--- src/rtl/core/u16u8_pkg.sv ---
`default_nettype none

package u16u8_pkg;

  // default depth of the queue between the front and the back
  localparam int QueueDepth = 2;

  // most byte results one item can cause (replacement plus a three-byte unit)
  localparam int MaxBytes = 6;
  localparam int CntW     = $clog2(MaxBytes + 1);

  // input item kinds
  localparam logic KIND_UNIT = 1'b0;
  localparam logic KIND_END  = 1'b1;

  // U+FFFD as UTF-8, first byte in the low bits
  localparam logic [23:0] REPL_BYTES = 24'hBDBFEF;

  // surrogate prefixes on the top six bits of a unit
  localparam logic [5:0] HIGH_SURR_TAG = 6'b110110;
  localparam logic [5:0] LOW_SURR_TAG  = 6'b110111;

  // one classified item, as handed from the front to the back
  typedef struct packed {
    logic [MaxBytes*8-1:0] bytes;   // byte 0 in the low bits
    logic [CntW-1:0]       nbytes;
    logic                  eov;
    logic [31:0]           total;
  } rec_t;

endpackage

`default_nettype wire

--- src/rtl/core/u16u8_front.sv ---
`default_nettype none

module u16u8_front (
  input  wire logic             clk,
  input  wire logic             rst_n,
  input  wire logic             in_valid,
  output logic                  in_ready,
  input  wire logic             in_kind,
  input  wire logic [15:0]      in_code_unit,
  input  wire logic             q_full,
  output logic                  push,
  output u16u8_pkg::rec_t       push_rec
);

  logic        held_r, held_nxt;
  logic [9:0]  hbits_r, hbits_nxt;
  logic [31:0] cnt_r, cnt_nxt;

  logic        is_high, is_low;
  logic        flush, lone, accept;
  logic [31:0] body;
  logic [2:0]  body_n;
  logic [23:0] bmp_bytes;
  logic [2:0]  bmp_n;
  logic [20:0] cp;
  logic [31:0] pair_bytes;
  logic        eov;
  logic [u16u8_pkg::CntW-1:0] nbytes;

  assign in_ready = !q_full;
  assign accept   = in_valid && in_ready;
  assign is_high  = (in_code_unit[15:10] == u16u8_pkg::HIGH_SURR_TAG);
  assign is_low   = (in_code_unit[15:10] == u16u8_pkg::LOW_SURR_TAG);

  // plain unit encoding, one to three bytes
  always_comb begin
    if (in_code_unit < 16'h0080) begin
      bmp_bytes = {16'h0000, 1'b0, in_code_unit[6:0]};
      bmp_n     = 3'd1;
    end else if (in_code_unit < 16'h0800) begin
      bmp_bytes = {8'h00, 2'b10, in_code_unit[5:0], 3'b110, in_code_unit[10:6]};
      bmp_n     = 3'd2;
    end else begin
      bmp_bytes = {2'b10, in_code_unit[5:0], 2'b10, in_code_unit[11:6],
                   4'b1110, in_code_unit[15:12]};
      bmp_n     = 3'd3;
    end
  end

  // surrogate pair to a four-byte sequence
  assign cp = 21'h10000 + {1'b0, hbits_r, in_code_unit[9:0]};
  assign pair_bytes = {2'b10, cp[5:0], 2'b10, cp[11:6], 2'b10, cp[17:12],
                       5'b11110, cp[20:18]};

  always_comb begin
    held_nxt  = held_r;
    hbits_nxt = hbits_r;
    flush     = 1'b0;
    lone      = 1'b0;
    eov       = 1'b0;
    body      = '0;
    body_n    = 3'd0;
    if (in_kind == u16u8_pkg::KIND_END) begin
      flush     = held_r;
      held_nxt  = 1'b0;
      hbits_nxt = '0;
      eov       = 1'b1;
    end else if (held_r && is_low) begin
      body      = pair_bytes;
      body_n    = 3'd4;
      held_nxt  = 1'b0;
      hbits_nxt = '0;
    end else begin
      flush     = held_r;
      held_nxt  = 1'b0;
      hbits_nxt = '0;
      if (is_high) begin
        held_nxt  = 1'b1;
        hbits_nxt = in_code_unit[9:0];
      end else if (is_low) begin
        lone   = 1'b1;
        body   = {8'h00, u16u8_pkg::REPL_BYTES};
        body_n = 3'd3;
      end else begin
        body   = {8'h00, bmp_bytes};
        body_n = bmp_n;
      end
    end
  end

  // at most one replacement per item, saturating
  assign cnt_nxt = ((flush || lone) && (cnt_r != 32'hFFFF_FFFF)) ? cnt_r + 32'd1 : cnt_r;

  always_comb begin
    if (flush) begin
      push_rec.bytes = {body[23:0], u16u8_pkg::REPL_BYTES};
      nbytes         = u16u8_pkg::CntW'(body_n + 3'd3);
    end else begin
      push_rec.bytes = {16'h0000, body};
      nbytes         = u16u8_pkg::CntW'(body_n);
    end
    push_rec.nbytes = nbytes;
    push_rec.eov    = eov;
    push_rec.total  = cnt_nxt;
  end

  // a held high surrogate with nothing flushed gives no record
  assign push = accept && ((nbytes != '0) || eov);

  always_ff @(posedge clk) begin
    if (!rst_n) begin
      held_r  <= 1'b0;
      hbits_r <= '0;
      cnt_r   <= '0;
    end else if (accept) begin
      held_r  <= held_nxt;
      hbits_r <= hbits_nxt;
      cnt_r   <= cnt_nxt;
    end
  end

endmodule

`default_nettype wire

--- src/rtl/core/u16u8_queue.sv ---
`default_nettype none

module u16u8_queue #(
  parameter int Depth = u16u8_pkg::QueueDepth
) (
  input  wire logic            clk,
  input  wire logic            rst_n,
  input  wire logic            push,
  input  wire u16u8_pkg::rec_t push_rec,
  input  wire logic            pop,
  output u16u8_pkg::rec_t      head_rec,
  output logic                 not_empty,
  output logic                 full
);

  localparam int PtrW = (Depth > 1) ? $clog2(Depth) : 1;
  localparam int CntQW = $clog2(Depth + 1);

  u16u8_pkg::rec_t mem [Depth];
  logic [PtrW-1:0]  wr_ptr_r, rd_ptr_r;
  logic [CntQW-1:0] count_r;

  assign not_empty = (count_r != '0);
  assign full      = (count_r == CntQW'(Depth));
  assign head_rec  = mem[rd_ptr_r];

  always_ff @(posedge clk) begin
    if (push) begin
      mem[wr_ptr_r] <= push_rec;
    end
  end

  always_ff @(posedge clk) begin
    if (!rst_n) begin
      wr_ptr_r <= '0;
      rd_ptr_r <= '0;
      count_r  <= '0;
    end else begin
      if (push) begin
        wr_ptr_r <= (wr_ptr_r == PtrW'(Depth - 1)) ? '0 : wr_ptr_r + 1'b1;
      end
      if (pop) begin
        rd_ptr_r <= (rd_ptr_r == PtrW'(Depth - 1)) ? '0 : rd_ptr_r + 1'b1;
      end
      if (push && !pop) begin
        count_r <= count_r + 1'b1;
      end else if (pop && !push) begin
        count_r <= count_r - 1'b1;
      end
    end
  end

endmodule

`default_nettype wire

--- src/rtl/core/u16u8_back.sv ---
`default_nettype none

module u16u8_back (
  input  wire logic            clk,
  input  wire logic            rst_n,
  input  wire u16u8_pkg::rec_t head_rec,
  input  wire logic            q_valid,
  output logic                 pop,
  output logic                 out_valid,
  input  wire logic            out_ready,
  output logic [7:0]           out_byte,
  output logic                 out_has_byte,
  output logic                 out_end_of_value,
  output logic                 out_last,
  output logic [31:0]          out_replaced_total
);

  localparam int CW = u16u8_pkg::CntW;

  logic          valid_r;
  logic [7:0]    byte_r, byte_nxt;
  logic          has_r, has_nxt;
  logic          eov_r, eov_nxt;
  logic          last_r, last_nxt;
  logic [31:0]   total_r;
  logic [CW-1:0] idx_r, idx_nxt;
  logic [CW-1:0] n_res;
  logic          adv;

  assign n_res = head_rec.nbytes + CW'(head_rec.eov);
  assign adv   = !valid_r || out_ready;
  assign pop   = adv && q_valid && last_nxt;

  always_comb begin
    if (idx_r < head_rec.nbytes) begin
      byte_nxt = head_rec.bytes[{idx_r, 3'b000} +: 8];
      has_nxt  = 1'b1;
      eov_nxt  = 1'b0;
    end else begin
      byte_nxt = 8'h00;
      has_nxt  = 1'b0;
      eov_nxt  = 1'b1;
    end
    last_nxt = (idx_r == n_res - 1'b1);
    idx_nxt  = last_nxt ? '0 : idx_r + 1'b1;
  end

  always_ff @(posedge clk) begin
    if (!rst_n) begin
      valid_r <= 1'b0;
      idx_r   <= '0;
    end else if (adv) begin
      valid_r <= q_valid;
      if (q_valid) begin
        idx_r <= idx_nxt;
      end
    end
  end

  always_ff @(posedge clk) begin
    if (adv && q_valid) begin
      byte_r  <= byte_nxt;
      has_r   <= has_nxt;
      eov_r   <= eov_nxt;
      last_r  <= last_nxt;
      total_r <= head_rec.total;
    end
  end

  assign out_valid          = valid_r;
  assign out_byte           = byte_r;
  assign out_has_byte       = has_r;
  assign out_end_of_value   = eov_r;
  assign out_last           = last_r;
  assign out_replaced_total = total_r;

`ifndef SYNTH
  // every queued record carries at least one result
  a_rec_nonempty: assert property (@(posedge clk) disable iff (!rst_n)
    q_valid |-> (n_res != '0))
    else $error("queued record with no results");

  // byte index never runs past the record
  a_idx_in_range: assert property (@(posedge clk) disable iff (!rst_n)
    q_valid |-> (idx_r < n_res))
    else $error("byte index beyond record");

  // index is back at zero between records
  a_idx_idle: assert property (@(posedge clk) disable iff (!rst_n)
    !q_valid |-> (idx_r == '0))
    else $error("byte index not cleared while queue empty");

  // an end marker is always the last result of its item
  a_eov_last: assert property (@(posedge clk) disable iff (!rst_n)
    valid_r && eov_r |-> last_r)
    else $error("end marker not last");
`endif

endmodule

`default_nettype wire

--- src/rtl/core/utf16le_to_utf8_value_transcoder.sv ---
`default_nettype none

// latency: a result passes through the record queue and then the back's output register after its input transfer
// throughput: one result per cycle while out_ready is high; an item gives 0 to 6 results
//   (none for a held high surrogate, 3 for a typical BMP unit), sent by the single byte lane of the back serializer
// the front takes a new item every cycle while the record queue has room
// reset: synchronous active-low rst_n clears the held surrogate, the replacement
//   count, the queue and the output stage

module utf16le_to_utf8_value_transcoder #(
  parameter int QueueDepth = u16u8_pkg::QueueDepth
) (
  input  wire logic        clk,
  input  wire logic        rst_n,
  // input channel
  input  wire logic        in_valid,
  output logic             in_ready,
  input  wire logic        in_kind,
  input  wire logic [15:0] in_code_unit,
  // result channel
  output logic             out_valid,
  input  wire logic        out_ready,
  output logic [7:0]       out_byte,
  output logic             out_has_byte,
  output logic             out_end_of_value,
  output logic             out_last,
  output logic [31:0]      out_replaced_total
);

  // front to queue
  logic            push;
  u16u8_pkg::rec_t push_rec;
  logic            q_full;

  // queue to back
  u16u8_pkg::rec_t head_rec;
  logic            q_valid;
  logic            pop;

  // front: classifies each unit, pairs surrogates, keeps the replacement count
  // and packs every byte the item causes into one record
  u16u8_front u_front (
    .clk          (clk),
    .rst_n        (rst_n),
    .in_valid     (in_valid),
    .in_ready     (in_ready),
    .in_kind      (in_kind),
    .in_code_unit (in_code_unit),
    .q_full       (q_full),
    .push         (push),
    .push_rec     (push_rec)
  );

  // short record queue so the front keeps taking items while the back drains
  u16u8_queue #(
    .Depth (QueueDepth)
  ) u_queue (
    .clk       (clk),
    .rst_n     (rst_n),
    .push      (push),
    .push_rec  (push_rec),
    .pop       (pop),
    .head_rec  (head_rec),
    .not_empty (q_valid),
    .full      (q_full)
  );

  // back: serializes a record one byte per transfer into the output register,
  // then the end marker when the record closes a value
  u16u8_back u_back (
    .clk                (clk),
    .rst_n              (rst_n),
    .head_rec           (head_rec),
    .q_valid            (q_valid),
    .pop                (pop),
    .out_valid          (out_valid),
    .out_ready          (out_ready),
    .out_byte           (out_byte),
    .out_has_byte       (out_has_byte),
    .out_end_of_value   (out_end_of_value),
    .out_last           (out_last),
    .out_replaced_total (out_replaced_total)
  );

endmodule

`default_nettype wire

--- config.mk ---
export PLATFORM = sky130hd
export DESIGN_NAME = utf16le_to_utf8_value_transcoder
export DESIGN_NICKNAME = d
export VERILOG_FILES = /design/src/rtl/core/u16u8_pkg.sv /design/src/rtl/core/u16u8_front.sv /design/src/rtl/core/u16u8_queue.sv /design/src/rtl/core/u16u8_back.sv /design/src/rtl/core/utf16le_to_utf8_value_transcoder.sv
export SDC_FILE = /design/constraint.sdc
export NUM_CORES = 1
export LEC_CHECK = 0
export BUFFER_PORTS_ARGS = -buffer_cell sky130_fd_sc_hd__buf_4
export CORE_MARGIN = 8
export CORE_UTILIZATION = 35
export CTS_BUF_LIST = sky130_fd_sc_hd__clkbuf_8
export CTS_CLUSTER_SIZE = 30
export DETAILED_ROUTE_END_ITERATION = 7
export PLACE_DENSITY_LB_ADDON = 0.12
export REMOVE_ABC_BUFFERS = 1
export SYNTH_ARGS = -nofsm -noshare
export SYNTH_HDL_FRONTEND = slang
export SYNTH_SLANG_ARGS = --single-unit
--- constraint.sdc ---
create_clock -name clk -period 10.9 [get_ports clk]
set_input_delay 2.18 -clock clk [delete_from_list [all_inputs] [get_ports clk]]
set_output_delay 2.18 -clock clk [all_outputs]
set_load 0.03 [all_outputs]
==> key figures <==
Global routing
  • Vias in the first global route: 7,089
  • Initial antenna violation count: 0
  • Total gr overflow: 0
  • Largest net degree at the start of global routing: 80
  • First-pass GRT wire length: 41,700 microns
  • Global Route Usage Sum: 13.9%

STA
  • Final Cycle Share: 49.6%
  • Hold_ws: 0.478 ns
  • Max Clk Rate: 185 MHz
  • Final TNS setup: 0 ns
  • Final Hold Fails: 0
  • Endpoints failing setup: 0
  • Final slew viol count: 0
  • Unrepaired setup endpoints after global routing: no
  • Clk_skew: 0.0270 ns
  • Final min period: 5.41 ns
  • Worst-Margin Slew: 1.13 ns
  • Max-slew headroom: 24.9%

Logic synthesis
  • EDFF count, synth: 201
  • Mapped Area: 0.0112 sq mm
  • Synth Flop Type: edfxtp_1
  • Yosys synthesis warning count: 0
  • Register bit total from synthesis: 253
  • Netlist cell types: 65
  • Synthesized area per cell: 13.0 sq um
  • Asr flop ratio synth: 0%
  • Post-synthesis sequential area ratio: 63.4%
  • Cells after synthesis: 860

Clock network
  • Post-cts gate resize count: 0
  • CTS root buffer: clkbuf_8
  • Post-CTS Hold Buffers: 0
  • Clock sinks: 253
  • Postcts setup bufs: 0
  • Clock latency at the later pin of the worst-skew pair: 0.54 ns
  • CTS H-tree lvls: 2
  • Max Root-Sink Buffers: 3
  • CTS buffer count: 45
  • Worst-path clk slew: 0.06 ns
  • CTS tree: done

Run status
  • Status: completed

Detailed routing
  • Via Count: 7,055
  • DR pass1 iterations: 4
  • Drt drc: 0
  • Drt via density: 5.13
  • 1st-iter DRT viols: 345
  • Post-DR wirelength/cell: 19.3 microns
  • Routed Antenna Nets: 0
  • Routed wire length: 26,600 microns

Critical path
  • Worst Path Buf+Inv: 2
  • CP endpoint kind: register
  • Slowest-stage cell, CP: buf_4
  • Critical path's largest stage delay: 0.82 ns
  • Largest fanout on the critical path: 79
  • Cell family contributing the most delay on the critical path: simple AND/OR/NAND/NOR gates
  • Crit path kind: in -> reg
  • Data arrival, critical path: 5.57 ns
  • CP Data Required Time: 11.06 ns
  • Worst setup SP type: input port
  • Worst-path cell chain: buf_4, or4_1, nor2_1, nand2_1, nand2_1, ha_1, nand3b_1, a21oi_1, a31oi_1, and2_4, buf_4

Cells and area
  • Commonest cells after routing, fill and taps aside: edfxtp_1 (201), buf_4 (76), nor2_1 (70), nand2_1 (66), dfxtp_1 (50)
  • Final core occ: 40.8%
  • Nets: 967
  • Diodes inserted: 0
  • Commonest non-fill, non-tap cell in the layout: edfxtp_1
  • Area Overhead vs Synth: 14.9%
  • Share of layout cells above drive strength 1: 20.6%
  • Final Instance Count excl. Fillers: 1,374

Floorplan
  • Core ar.: 0.0315 sq mm
  • Area of the die: 0.0379 sq mm
  • Die height: 195 microns
  • Num rows: 65
  • Top Ports: 66
  • Initial Util: 35.5%
  • Die Wd: 195 microns

Placed design
  • Hpwl dp: 17,100 microns
  • # port buffers: 65
  • Placer Congestion: 0.863
  • Placed instance count: 1,292

Hold path
  • Hold Crit Class: reg -> reg

Job
  • Max-cap violations: 0

Power and ir drop
  • P per Cell Area: 224 mW/mm^2
  • Worst VDD drop: 0.127 mV
  • Pleak: 4.52 nW
path summary, 6_finish.rpt:
check                                    end                     startpoint  cells past startpoint  slack [ns]
max             u_queue.mem[0][16]$_DFFE_PP_               in_code_unit[13]                     11        5.49
min            u_queue.wr_ptr_r$_SDFFE_PN0P_  u_queue.wr_ptr_r$_SDFFE_PN0P_                      2        0.48
max reg2reg  u_queue.count_r[1]$_SDFFE_PN0P_                       register                     10        7.20
min reg2reg    u_queue.wr_ptr_r$_SDFFE_PN0P_  u_queue.wr_ptr_r$_SDFFE_PN0P_                      2        0.48
layout make-up:
cell class                 count  area (sq um)
fill                        2970         18600
clock buffer                  48           661
timing repair buffer          76           571
multi-input combinational    541          3800
sequential                   253          7080
clock inverter                34           139
inverter                      20          75.1
tap                          402           503
synthesized netlist by cell type, drive strengths merged, types with 14 or more instances:
master,n,area share (%)
mux2i,19,1.7
or3,14,0.78
buf,19,1.0
a21oi,37,1.7
o21ai,35,1.6
inv,20,0.67
mux2,33,3.3
nor2,70,2.4
edfxtp,201,54
xnor2,29,2.3
nand2,66,2.2
a22oi,14,0.94
mux4,20,4.0
nand3,30,1.4
clkbuf,27,0.92
and2,14,0.81
dfxtp,52,9.3
xor2,18,1.4
nor3,17,0.81
stage by stage:
step | worst slack [ns] | instance area [sq um] | power, mW
6_report | 5.49 | 12800 | 2.87
2_1_floorplan | 4.60 | 10900 | 1.85
4_1_cts | 5.45 | 12800 | 2.94
3_5_place_dp | 4.91 | 12000 | 2.14
5_1_grt | 5.22 | 12800 | 3.04
3_3_place_gp | 4.97 | 12000 | 2.14
report_power, final:
| part | switching (mW) | internal [mW] | leakage, nW |
|---|---|---|---|
| registers | 0.0951 | 1.29 | 2.31 |
| logic | 0.438 | 0.274 | 1.73 |
| clock network | 0.374 | 0.405 | 0.484 |
| total | 0.907 | 1.97 | 4.52 |
worst reg2reg max path, stage by stage (launching register included):
cell	delay, ns
dfxtp_4	1.01
mux2i_1	0.27
ha_1	0.26
ha_1	0.18
xor2_1	0.15
xnor2_1	0.17
nor3_1	0.51
nand2_1	0.22
ha_1	0.37
or3_1	0.37
a21oi_1	0.13
cell families (layout without fill, tap and decap cells):
logic type	count (synthesis)	count (layout)	share of synthesized area, %
muxes	72	72	9.07
DFF	253	253	63.4
and+or+nand+nor	284	284	13.2
adders and majority gates	9	9	1.01
buffers and inverters	66	178	2.62
AOI/OAI and AO/OA	129	129	7.03
xor gates and xnor gates	47	47	3.69
routing by layer:
layer	wire length, microns	vias up	track usage [%]
li1	-	3394	-
met1	12700	3485	18.7
met2	12200	132	22.3
met3	1090	44	2.78
met4	586	0	4.38
met5	0	-	0
sequential cells by signal (all words and copies together) (netlist names), 2 cells and up, named ones only:
register and cells:
u_front.cnt_r 32, u_back.idx_r 3, u_front.hbits_r 10, u_queue.mem 158, u_back.out_replaced_total 32, u_queue.count_r 2, u_back.out_byte 8
(Power assumes the default switching activity.)
